--- src/worklist_vertical_mac_conv_core_defines.svh ---
// ----------------------------------------------------------------------------
// Assertion macros for the worklist MAC core
// Shared helpers that wrap a clocked, reset-qualified concurrent assertion.
// ----------------------------------------------------------------------------
`ifndef WORKLIST_VERTICAL_MAC_CONV_CORE_DEFINES_SVH
`define WORKLIST_VERTICAL_MAC_CONV_CORE_DEFINES_SVH

// The consequent must hold in the same cycle as the antecedent.
`define WVMC_ASSERT_NOW(label, ante, cons, msg) \
    label: assert property (@(posedge aclk) disable iff (!aresetn) (ante) |-> (cons)) \
        else $error(msg);

// The consequent must hold in the cycle after the antecedent.
`define WVMC_ASSERT_NEXT(label, ante, cons, msg) \
    label: assert property (@(posedge aclk) disable iff (!aresetn) (ante) |=> (cons)) \
        else $error(msg);

`endif

--- src/wvmc_pkg.sv ---
// ----------------------------------------------------------------------------
// wvmc_pkg
// Types, codes and command/status bundles of the worklist MAC core.
// ----------------------------------------------------------------------------
`timescale 1ns / 1ps

package wvmc_pkg;

    localparam logic [2:0] OP_LOAD_ACT = 3'd0;
    localparam logic [2:0] OP_LOAD_WT  = 3'd1;
    localparam logic [2:0] OP_CLEAR    = 3'd2;
    localparam logic [2:0] OP_WORK     = 3'd3;
    localparam logic [2:0] OP_READ     = 3'd4;

    localparam logic [1:0] STATUS_OK    = 2'd0;
    localparam logic [1:0] STATUS_RANGE = 2'd1;
    localparam logic [1:0] STATUS_SAT   = 2'd2;

    localparam logic [2:0] REG_INPUT_STRIDE  = 3'd0;
    localparam logic [2:0] REG_WEIGHT_STRIDE = 3'd1;
    localparam logic [2:0] REG_IN_GROUPS     = 3'd2;
    localparam logic [2:0] REG_OUT_ELEMS     = 3'd3;
    localparam logic [2:0] REG_CGG           = 3'd4;

    typedef struct packed {
        logic [10:0] input_stride;
        logic [10:0] weight_stride;
        logic [3:0]  in_groups;
        logic [10:0] output_elements;
        logic [2:0]  conv_group_groups;
    } cfg_t;

    typedef struct packed {
        logic [2:0]  opcode;
        logic [1:0]  group_group;
        logic [2:0]  in_group;
        logic [9:0]  element_address;
        logic [15:0] data_value;
        logic [2:0]  context_req;
        logic        first_in_list;
        logic [7:0]  out_delta;
        logic [7:0]  kernel_row;
        logic [7:0]  input_row;
        logic [7:0]  steps_minus_one;
    } item_t;

    typedef struct packed {
        logic take_item;
        logic exec;
        logic clear_step;
        logic step;
        logic write_back;
        logic capture_read;
        logic emit;
    } cmd_t;

    typedef struct packed {
        logic [2:0] opcode;
        logic       err;
        logic       clear_last;
        logic       steps_done;
        logic       pipe_empty;
    } stat_t;

    typedef enum logic [2:0] {
        ST_IDLE,
        ST_EXEC,
        ST_CLEAR,
        ST_RUN,
        ST_DRAIN,
        ST_WRITE,
        ST_READ,
        ST_DONE
    } state_t;

endpackage

--- src/wvmc_ctrl.sv ---
// ----------------------------------------------------------------------------
// wvmc_ctrl
// Sequencer: steps one item through decode, clear sweep, MAC run or read.
// ----------------------------------------------------------------------------
`timescale 1ns / 1ps

module wvmc_ctrl (
    input  logic            aclk,
    input  logic            aresetn,
    input  logic            in_valid,
    input  logic            out_free,
    input  wvmc_pkg::stat_t stat,
    output wvmc_pkg::cmd_t  cmd,
    output logic            in_ready
);
    import wvmc_pkg::*;

    state_t state_reg, state_next;

    always_ff @(posedge aclk) begin
        if (!aresetn) begin
            state_reg <= ST_IDLE;
        end else begin
            state_reg <= state_next;
        end
    end

    always_comb begin
        state_next = state_reg;
        case (state_reg)
            ST_IDLE: begin
                if (in_valid) state_next = ST_EXEC;
            end
            ST_EXEC: begin
                if (stat.err) begin
                    state_next = ST_DONE;
                end else begin
                    case (stat.opcode)
                        OP_CLEAR: state_next = ST_CLEAR;
                        OP_WORK:  state_next = ST_RUN;
                        OP_READ:  state_next = ST_READ;
                        default:  state_next = ST_DONE;
                    endcase
                end
            end
            ST_CLEAR: begin
                if (stat.clear_last) state_next = ST_DONE;
            end
            ST_RUN: begin
                if (stat.steps_done) state_next = ST_DRAIN;
            end
            ST_DRAIN: begin
                if (stat.pipe_empty) state_next = ST_WRITE;
            end
            ST_WRITE: state_next = ST_DONE;
            ST_READ:  state_next = ST_DONE;
            ST_DONE: begin
                if (out_free) state_next = ST_IDLE;
            end
            default: state_next = ST_IDLE;
        endcase
    end

    always_comb begin
        cmd      = '0;
        in_ready = 1'b0;
        case (state_reg)
            ST_IDLE: begin
                in_ready      = 1'b1;
                cmd.take_item = in_valid;
            end
            ST_EXEC:  cmd.exec = 1'b1;
            ST_CLEAR: cmd.clear_step = 1'b1;
            ST_RUN:   cmd.step = 1'b1;
            ST_DRAIN: cmd = '0;
            ST_WRITE: cmd.write_back = 1'b1;
            ST_READ:  cmd.capture_read = 1'b1;
            ST_DONE:  cmd.emit = out_free;
            default:  cmd = '0;
        endcase
    end

endmodule

--- config.mk ---
export PLATFORM = sky130hd
export DESIGN_NAME = wvmc_ctrl
export DESIGN_NICKNAME = d
export VERILOG_FILES = /design/src/worklist_vertical_mac_conv_core_defines.svh /design/src/wvmc_pkg.sv /design/src/wvmc_ctrl.sv
export SDC_FILE = /design/constraint.sdc
export NUM_CORES = 1
export LEC_CHECK = 0
export BUFFER_PORTS_ARGS = -buffer_cell sky130_fd_sc_hd__buf_2
export CAP_MARGIN = 10
export CORE_AREA = 2 2 39 41
export CTS_CLUSTER_DIAMETER = 40
export CTS_CLUSTER_SIZE = 24
export DETAILED_ROUTE_END_ITERATION = 10
export DIE_AREA = 0 0 41 43
export GPL_ROUTABILITY_DRIVEN = 1
export PLACE_DENSITY = 0.51
export REMOVE_ABC_BUFFERS = 1
export SYNTH_ARGS = -nofsm -noshare
export SYNTH_HDL_FRONTEND = slang
export SYNTH_SLANG_ARGS = --single-unit
export TNS_END_PERCENT = 30
--- constraint.sdc ---
create_clock -name aclk -period 2.3 [get_ports aclk]
set_input_delay 0.46 -clock aclk [delete_from_list [all_inputs] [get_ports aclk]]
set_output_delay 0.46 -clock aclk [all_outputs]
set_load 0.02 [all_outputs]
==> metrics.md, run 1 <==
| Metric | Value |
|---|---|
| Status | `complete, no violations` |
| Post-DP HPWL | `693 um` |
| Critical Path RT | `1.84 ns` |
| Final ANT Viol Nets | `0` |
| Share of the synthesized area in the top cell type | `16.2%` |
| Die Ht | `43 um` |
| # diodes | `0` |
| Nets | `86` |
| Max reg flops | `3` |
| Yosys warns | `0` |
| Clk buf depth | `2` |
| Wire per inst | `10.4 um` |
| RePlAce Congestion | `0.765` |
| Setup_tns | `0 ns` |
| Min-delay worst type | `in -> reg` |
| Primary FF master, synth | `dfxtp_1` |
| Synthesized instance count | `50` |
| Die width | `41 um` |
| Fmax | `526 MHz` |
| Layout Area Growth over Synthesis | `34.3%` |
| CTS sink cnt | `3` |
| CTS buffer count | `3` |
| Initial DRC Count | `3` |
| Worst Path Max Fanout | `6` |
| Post-place instance area | `473 um^2` |
| Setup ws final | `0.400 ns` |
| Ports | `19` |
| CTS tree | `built` |
| # resized after CTS | `0` |
| # setup viols final | `0` |
| GRT overflow | `0` |
| Initial antenna violation count | `0` |
| Pwr dens | `1370 mW/mm^2` |
| First-pass GRT wire length | `1300 um` |
| Design area | `499 um^2` |
| Worst-margin pin slew | `0.538 ns` |
| Post-CTS setup buffer count | `0` |
| Ys async rst share | `0%` |
| Largest net degree at the start of global routing | `19` |
| GR Util All Layers | `10.6%` |
| Post-synthesis sequential area ratio | `16.2%` |
| EDFF count, synth | `0` |
| Pre-CTS setup slack | `0.532 ns` |
| Final core utilization | `36.1%` |
| Leak | `0.247 nW` |
| Critical Path End Type | `primary output` |
| Vias | `413` |
| CTS H-Tree Depth | `1` |
| Syn avg cell area | `7.43 um^2` |
| Fill cell count | `157` |
| Vias in the first global route | `350` |
| Crit path time final | `1.90 ns` |
| Full die area | `0.00176 mm^2` |
| Rows | `14` |
| Fin crit share | `82.6%` |
| Final wirelength | `895 um` |
| Core area | `0.00138 mm^2` |
| Slew Limit Headroom | `64.1%` |
| Synth unique cells | `26` |
| Number of buffers added on ports | `18` |
| Maximum VDD drop | `492 uV` |
| RSZ-0062 raised after global routing | `false` |
| Crit path kind | `reg -> out` |
| Post-cts hold buffer count | `0` |
| Synth area leaders | `dfxtp_1 16%, ha_1 13%, nor2b_1 6.7%` |
| Remaining DRCs | `0` |
| Average via count per standard cell | `4.80` |
| Max cap viols | `0` |
| Flops & latches, synth | `3` |
| Setup crit start kind | `register` |
| Layout cells sized above 1 | `34.3%` |
| Worst clock skew | `0.00115 ns` |
| Largest area contributor in the netlist | `dfxtp_1` |
| Max-slew violations | `0` |
| Most frequent cell after synthesis | `inv_1` |
| Initial Util | `26.9%` |
| Pre-Repair DR Iteration Count | `2` |
| Post-synth top cells | `5 x inv_1, 4 x ha_1, 4 x nor2_1, 4 x nor2b_1, 4 x o21ai_0` |
| Worst skew pair latency | `0.23 ns` |
| Critical Path AT | `1.44 ns` |
| Netlist Area Pre-Place | `372 um^2` |
| Clk slew on worst S/H paths | `0.04 ns` |
| Root buffer cell | `clkbuf_4` |
| Hold Vio Cnt, Final | `0` |
==> logic make-up after synthesis <==
kind of cell    after synthesis  synth area share [%]
buf+inv                       7                  7.41
xor+xnor                      1                  2.36
simple gates                 21                  35.7
fa+ha+maj                     4                  13.5
flops                         3                  16.2
compound gates               14                  24.9
==> worst max-delay path, cell delays in order, from the launching register on <==
cell	delay, ns
dfxtp_1	0.41
inv_1	0.09
ha_1	0.23
inv_1	0.11
nor2_1	0.05
and2_1	0.17
buf_2	0.15
==> worst paths after layout <==
kind / to / from / slack, ns / cells after the start
worst min-delay path: state_reg[1] / aresetn / 0.49 / 3
worst min register to register: state_reg[1] / state_reg[1] / 0.54 / 2
worst max-delay path: cmd[6] / state_reg[1] / 0.40 / 6
worst max register to register: state_reg[0] / state_reg[0] / 0.52 / 6
==> per-layer routing <==
layer  vias to the layer above  GRT usage [%]  routed length (um)
li1                        222              -                   -
met1                       180           13.7                 418
met2                        11           15.9                 425
met3                         0           1.57                  51
met4                         0           6.00                   0
met5                         -              0                   0
==> power by group <==
group | switching, mW | internal [mW] | leakage [nW]
sequential | 0.0589 | 0.0784 | 0.0248
clock | 0.0268 | 0.0650 | 0.0150
combinational | 0.258 | 0.198 | 0.208
total | 0.344 | 0.342 | 0.247
==> cells in the final DEF, fill, tap and decap left out, drive strengths merged <==
master  count
nor2        4
o21a        1
nor4b       1
o21ai       4
clkbuf      4
or4         1
o221a       1
a31oi       1
a32oi       1
nor3        1
a21oi       3
nor2b       5
o31ai       1
ha          4
nand2b      1
a211oi      1
o221ai      1
buf        18
dfxtp       3
and2        3
and3        1
nand3       2
inv         5
xor2        1
nor4        2
==> cell type report <==
cell class | instances | area [um^2] | share of cell area (%)
Inverter | 5 | 18.8 | 3.76
Sequential cell | 3 | 60.1 | 12.0
Multi-Input combinational cell | 40 | 284 | 56.9
Timing Repair Buffer | 18 | 90.1 | 18.0
Clock buffer | 4 | 26.3 | 5.26
Tap cell | 16 | 20.0 | 4.01
==> stage by stage <==
step | std cells | hold WS [ns] | power (mW)
4_1_cts | 86 | 0.487 | 0.698
6_report | 86 | 0.495 | 0.686
2_1_floorplan | 48 | 0.498 | 0.470
3_5_place_dp | 82 | 0.544 | 0.597
3_3_place_gp | 82 | 0.551 | 0.607
5_1_grt | 86 | 0.501 | 0.759
Note: power is estimated with default switching activity, not from simulation.
==> run 2, diff against run 1 <==
==> constraint.sdc (replaced) <==
create_clock -name aclk -period 1.9 [get_ports aclk]
set_input_delay 0.38 -clock aclk [delete_from_list [all_inputs] [get_ports aclk]]
set_output_delay 0.38 -clock aclk [all_outputs]
set_load 0.02 [all_outputs]
==> metrics.md, run 2 (synthesized netlist as in run 1, its figures left out) <==
| Metric | Value |
|---|---|
| Critical Path RT | `2.07 ns (+0.23 ns)` |
| Largest net degree at the start of global routing | `19 (unchanged)` |
| Top Metal Used | `met3` |
| Clk buf depth | `2 (unchanged)` |
| Layout cells sized above 1 | `37.1% (+2.9 points)` |
| DR WL met3 | `62 um (+22%)` |
| Register-to-register setup slack | `0.13 ns (-0.39 ns)` |
| # diodes | `0 (unchanged)` |
| Pre-Repair DR Iteration Count | `4 (+2)` |
| Fmax | `564 MHz` |
| CP top delay family | `simple AND/OR/NAND/NOR gates` |
| Number of buffers added on ports | `18 (unchanged)` |
| R2R depth | `6 (unchanged)` |
| Pwr dens | `1650 mW/mm^2 (+20%)` |
| Maximum VDD drop | `741 uV (+51%)` |
| Slew Limit Headroom | `64.4% (+0.31 points)` |
| Initial Util | `26.9% (unchanged)` |
| GRT overflow | `0 (unchanged)` |
| Ports | `19 (unchanged)` |
| Wire per inst | `10.2 um (-1.6%)` |
| Post-route insts no fill | `86 (unchanged)` |
| Hold slack | `0.414 ns (-0.0808 ns)` |
| Routed length on met2 | `403 um (-5.2%)` |
| Post-CTS setup buffer count | `0 (unchanged)` |
| Critical Path End Type | `register` |
| # setup viols final | `0 (unchanged)` |
| R2R Path End | `state_reg[0]` |
| Remaining DRCs | `0 (unchanged)` |
| Slowest stage delay, CP | `0.51 ns (+0.10 ns)` |
| Post-DP HPWL | `688 um (-0.76%)` |
| Crit path time final | `1.77 ns` |
| Max-slew violations | `0 (unchanged)` |
| Final core utilization | `36.3% (+0.27 points)` |
| Max cap viols | `0 (unchanged)` |
| Vias in the first global route | `322 (-8.0%)` |
| Setup_tns | `0 ns (unchanged)` |
| Post-cts hold buffer count | `0 (unchanged)` |
| Full die area | `0.00176 mm^2 (unchanged)` |
| CTS sink cnt | `3 (unchanged)` |
| Worst skew pair latency | `0.23 ns (about the same)` |
| Crit path buf inv count | `1 (-2)` |
| Fill cell count | `162 (+3.2%)` |
| Metal-1 WL | `415 um (-0.72%)` |
| Hold EP | `state_reg[1]` |
| CTS buffer count | `3 (unchanged)` |
| GR Util All Layers | `10.7% (+0.11 points)` |
| CTS H-Tree Depth | `1 (unchanged)` |
| Worst-margin pin slew | `0.534 ns (-0.00461 ns)` |
| Root buffer cell | `clkbuf_4` |
| First-pass GRT wire length | `1280 um (-1.6%)` |
| Post-place instance area | `473 um^2 (unchanged)` |
| Critical Path AT | `1.95 ns (+0.51 ns)` |
| Final wirelength | `881 um (-1.6%)` |
| Status | `complete, no violations` |
| RSZ-0062 raised after global routing | `false` |
| Crit-path slowest cell | `or4_4` |
| Hold Vio Cnt, Final | `0 (unchanged)` |
| Rows | `14 (unchanged)` |
| Final ANT Viol Nets | `0 (unchanged)` |
| Worst clock skew | `0.00221 ns (+0.00106 ns)` |
| Setup crit start kind | `register` |
| Initial antenna violation count | `0 (unchanged)` |
| RePlAce Congestion | `0.763 (-0.25%)` |
| Nets | `86 (unchanged)` |
| Die Ht | `43 um (unchanged)` |
| Placed cells | `82 (unchanged)` |
| Reg-to-reg startpoint | `state_reg[0]` |
| Leak | `0.247 nW (-0.29%)` |
| Hold path cells | `3 (unchanged)` |
| Most common cell after layout, fill and taps aside | `buf_2` |
| Die width | `41 um (unchanged)` |
| Most frequent cells in the layout | `18 x buf_2, 5 x inv_1, 4 x nor2b_1, 4 x nor2_1, 4 x o21ai_0` |
| CTS tree | `built` |
| Worst Path Max Fanout | `6 (unchanged)` |
| CP cell instances | `inv_1, ha_1, nor2b_4, or4_4, a31oi_1, o21a_1` |
| Crit path kind | `reg -> reg` |
| Min-delay src | `aresetn` |
| Min-delay worst type | `in -> reg` |
| Average via count per standard cell | `4.80 (unchanged)` |
| Core area | `0.00138 mm^2 (unchanged)` |
| Design area | `503 um^2 (+0.75%)` |
| Clk slew on worst S/H paths | `0.04 ns (about the same)` |
| Initial DRC Count | `7 (+4)` |
| Fin crit share | `93.3%` |
| Layout Area Growth over Synthesis | `35.4%` |
| Vias | `413 (unchanged)` |
| Max reg flops | `3 (unchanged)` |
[run 2: changes by cell type in the layout (fill, tap and decap cells not counted)]
| cell | before | now |
|---|---|---|
| dfxtp_2 | 0 | 1 |
| ha_2 | 0 | 1 |
| ha_1 | 4 | 3 |
| dfxtp_1 | 3 | 2 |
[run 2: layout make-up]
type	count	area, um^2	area share (%)
multi-input combinational	40	287	57.0
timing repair buffer	18	90.1	17.9
sequential	3	61.3	12.2
clock buffer	4	26.3	5.22
tap	16	20.0	3.98
inverter	5	18.8	3.73
[run 2: worst max-delay path by stage]
stage | from | endpoint | depth (start not counted)
6_report | state_reg[0] | state_reg[0] | 6
3_3_place_gp | state_reg[0] | state_reg[0] | 6
2_1_floorplan | state_reg[0] | cmd[6] | 5
3_5_place_dp | state_reg[0] | state_reg[0] | 6
5_1_grt | state_reg[0] | state_reg[0] | 6
4_1_cts | state_reg[1] | cmd[6] | 6
[run 2: per-layer routing]
metal / track usage (%) / up-vias
met5: 0 / -
met4: 4.00 / 0
met3: 4.71 / 0
met2: 15.3 / 13
met1: 13.8 / 179
li1: - / 221
[run 2: report_power, final]
| group | internal [mW] | switching (mW) |
|---|---|---|
| clock network | 0.0785 | 0.0305 |
| registers | 0.0972 | 0.0704 |
| logic | 0.245 | 0.311 |
| total | 0.420 | 0.412 |
[run 2: repair_timing]
action / 4_1_cts / 5_1_grt
endpoints found under the hold margin: 0 / 0
setup endpoints to repair: 0 / 1
gates resized for setup: 0 / 2
[run 2: per-stage QoR]
stage	power, mW	setup WS [ns]
CTS	0.838	0.0648
finish	0.832	0.128
floorplan	0.569	0.219
global route	0.922	0.00497
global placement	0.735	0.136
detailed placement	0.719	0.144
[run 2: worst reg2reg max path, cell delays in order (launching register included)]
cell	delay (ns)
dfxtp_1	0.36
inv_1	0.10
ha_1	0.28
nor2b_4	0.16
or4_4	0.51
a31oi_1	0.17
o21a_1	0.13
==> run 3, diff against run 2 <==
--- a/config.mk
+++ b/config.mk
@@ -13,7 +13,7 @@
 export DETAILED_ROUTE_END_ITERATION = 10
 export DIE_AREA = 0 0 41 43
 export GPL_ROUTABILITY_DRIVEN = 1
-export PLACE_DENSITY = 0.51
+export PLACE_DENSITY = 0.57
 export REMOVE_ABC_BUFFERS = 1
 export SYNTH_ARGS = -nofsm -noshare
 export SYNTH_HDL_FRONTEND = slang
==> metrics.md, run 3 (synthesized netlist as in run 1, its figures left out) <==
| Metric | Value |
|---|---|
| Worst Path Max Fanout | `6 (unchanged)` |
| Power share of the sequential group | `20.3% (+0.2 points)` |
| Setup ws final | `0.137 ns (+0.00904 ns)` |
| Critical path origin | `state_reg[0]` |
| Pre-Repair DR Iteration Count | `3 (-1)` |
| Pwr dens | `1660 mW/mm^2 (+0.43%)` |
| R2R depth | `6 (unchanged)` |
| CTS sink cnt | `3 (unchanged)` |
| Setup_tns | `0 ns (unchanged)` |
| GR Util All Layers | `10.9% (+0.19 points)` |
| First-pass GRT wire length | `1360 um (+5.9%)` |
| Placed cells | `82 (unchanged)` |
| Maximum VDD drop | `434 uV (-41%)` |
| Power Total | `836 uW (+0.43%)` |
| Sw Ratio | `49.6% (+0.14 points)` |
| Met1 Usage GRT | `15.7% (+1.9 points)` |
| Die width | `41 um (unchanged)` |
| Nets | `86 (unchanged)` |
| Die Ht | `43 um (unchanged)` |
| Net Sw Power | `415 uW (+0.72%)` |
| GRT overflow | `0 (unchanged)` |
| Final ANT Viol Nets | `0 (unchanged)` |
| CTS buffer count | `3 (unchanged)` |
| Comb pwr share | `67.0% (+0.2 points)` |
| Hold path cells | `3 (unchanged)` |
| R2R Path End | `state_reg[0]` |
| Post-DP HPWL | `693 um (+0.67%)` |
| Initial DRC Count | `7 (unchanged)` |
| Clk buf depth | `2 (unchanged)` |
| Critical Path RT | `2.07 ns (about the same)` |
| CTS tree | `built` |
| Worst clock skew | `0.00280 ns (+0.000593 ns)` |
| Setup crit start kind | `register` |
| Clk slew on worst S/H paths | `0.03 ns (about the same)` |
| RSZ-0062 raised after global routing | `false` |
| Most frequent cells in the layout | `18 x buf_2, 5 x inv_1, 4 x nor2b_1, 4 x nor2_1, 4 x o21ai_0` |
| Fin crit share | `92.8% (-0.48 points)` |
| CP top delay family | `simple AND/OR/NAND/NOR gates` |
| Worst-margin pin slew | `0.556 ns (+0.0225 ns)` |
| Max reg flops | `3 (unchanged)` |
| Initial antenna violation count | `0 (unchanged)` |
| CTS H-Tree Depth | `1 (unchanged)` |
| Fmax | `567 MHz (+0.51%)` |
| Crit path time final | `1.76 ns (-0.00904 ns)` |
| RePlAce Congestion | `0.752 (-1.4%)` |
| Clock network power share | `12.7% (-0.4 points)` |
| Core area | `0.00138 mm^2 (unchanged)` |
| Register-to-register setup slack | `0.14 ns (about the same)` |
| Max-slew violations | `0 (unchanged)` |
| Number of buffers added on ports | `18 (unchanged)` |
| Layout cells sized above 1 | `37.1% (unchanged)` |
| Reg-to-reg startpoint | `state_reg[0]` |
| Ports | `19 (unchanged)` |
| Worst skew pair latency | `0.23 ns (about the same)` |
| Most common cell after layout, fill and taps aside | `buf_2` |
| Min-delay src | `aresetn` |
| Average via count per standard cell | `4.92 (+2.4%)` |
| Vias in the first global route | `362 (+12%)` |
| GR Util met2 | `15.0% (-0.31 points)` |
| Post-route insts no fill | `86 (unchanged)` |
| Slew Limit Headroom | `62.9% (-1.5 points)` |
| Wire per inst | `10.1 um (-1.6%)` |
| Hold EP | `state_reg[1]` |
| Crit path buf inv count | `1 (unchanged)` |
| Hold Vio Cnt, Final | `0 (unchanged)` |
| GRT busiest layer | `met1` |
| Met3 Usage GRT | `1.57% (-3.1 points)` |
| Final wirelength | `867 um (-1.6%)` |
| Post-CTS setup buffer count | `0 (unchanged)` |
| Crit-path slowest cell | `or4_4` |
| Full die area | `0.00176 mm^2 (unchanged)` |
| Remaining DRCs | `0 (unchanged)` |
| Initial Util | `26.9% (unchanged)` |
| # diodes | `0 (unchanged)` |
| Largest net degree at the start of global routing | `19 (unchanged)` |
| Crit path kind | `reg -> reg` |
| Root buffer cell | `clkbuf_4` |
| Pre-CTS setup slack | `0.144 ns (-0.000362 ns)` |
| Vias | `423 (+2.4%)` |
| Critical Path AT | `1.93 ns (-0.02 ns)` |
| Leak | `0.247 nW (unchanged)` |
| # setup viols final | `0 (unchanged)` |
| CP cell instances | `inv_1, ha_1, nor2b_4, or4_4, a31oi_1, o21a_1` |
| Status | `complete, no violations` |
| Max cap viols | `0 (unchanged)` |
| Critical Path End Type | `register` |
| Min-delay worst type | `in -> reg` |
| Rows | `14 (unchanged)` |
| Layout Area Growth over Synthesis | `35.4% (unchanged)` |
| Pint | `421 uW (+0.15%)` |
| Slowest stage delay, CP | `0.51 ns (about the same)` |
==> run 3: cell counts in the layout (fill, tap and decap cells not counted) <==
No cell type changed its count.
==> run 3: what timing repair did <==
| action | CTS | global route |
|---|---|---|
| hold buffers | 0 | 0 |
| gates resized for setup | 0 | 2 |
| setup endpoints to repair | 0 | 1 |
==> run 3: power groups by stage <==
stage | Sequential [mW] | Combinational (mW) | Clock (mW)
2_1_floorplan | 0.148 | 0.422 | 0
6_report | 0.170 | 0.560 | 0.106
3_3_place_gp | 0.167 | 0.562 | 0
4_1_cts | 0.165 | 0.560 | 0.110
5_1_grt | 0.179 | 0.635 | 0.123
3_5_place_dp | 0.166 | 0.556 | 0
==> run 3: how the worst max path moves through the flow <==
stage                   endpoint  slack [ns]  depth (start not counted)
detailed placement  state_reg[0]        0.14                          6
CTS                       cmd[6]        0.07                          6
finish              state_reg[0]        0.14                          6
floorplan                 cmd[6]        0.22                          5
global placement    state_reg[0]        0.15                          6
global route        state_reg[0]        0.03                          6
==> run 3: worst register-to-register path, delay by kind of cell, from the launching register on <==
kind | cells | cell delay, ns
and+or+nand+nor | 2 | 0.66
DFF | 1 | 0.36
AOI/OAI and AO/OA | 2 | 0.31
adders and majority gates | 1 | 0.28
buffers and inverters | 1 | 0.10
==> run 3: cell type report <==
type                            count  area (um^2)
Clock buffer                        4         26.3
Fill cell                         162          881
Inverter                            5         18.8
Multi-Input combinational cell     40          287
Sequential cell                     3         61.3
Tap cell                           16         20.0
Timing Repair Buffer               18         90.1
==> run 3: layer usage <==
metal,vias to the layer above,wire [um],share of wire [%]
met1,195,438,51
met4,0,0,0
met5,-,0,0
li1,218,-,-
met2,10,400,46
met3,0,28,3.2
==> run 3: through the flow <==
stage / area [um^2] / utilization, % / hold slack [ns]
6_report: 503 / 36.3 / 0.414
5_1_grt: 503 / 36.3 / 0.436
4_1_cts: 499 / 36.1 / 0.416
3_5_place_dp: 473 / 34.2 / 0.541
3_3_place_gp: 473 / 34.2 / 0.542
2_1_floorplan: 363 / - / 0.498
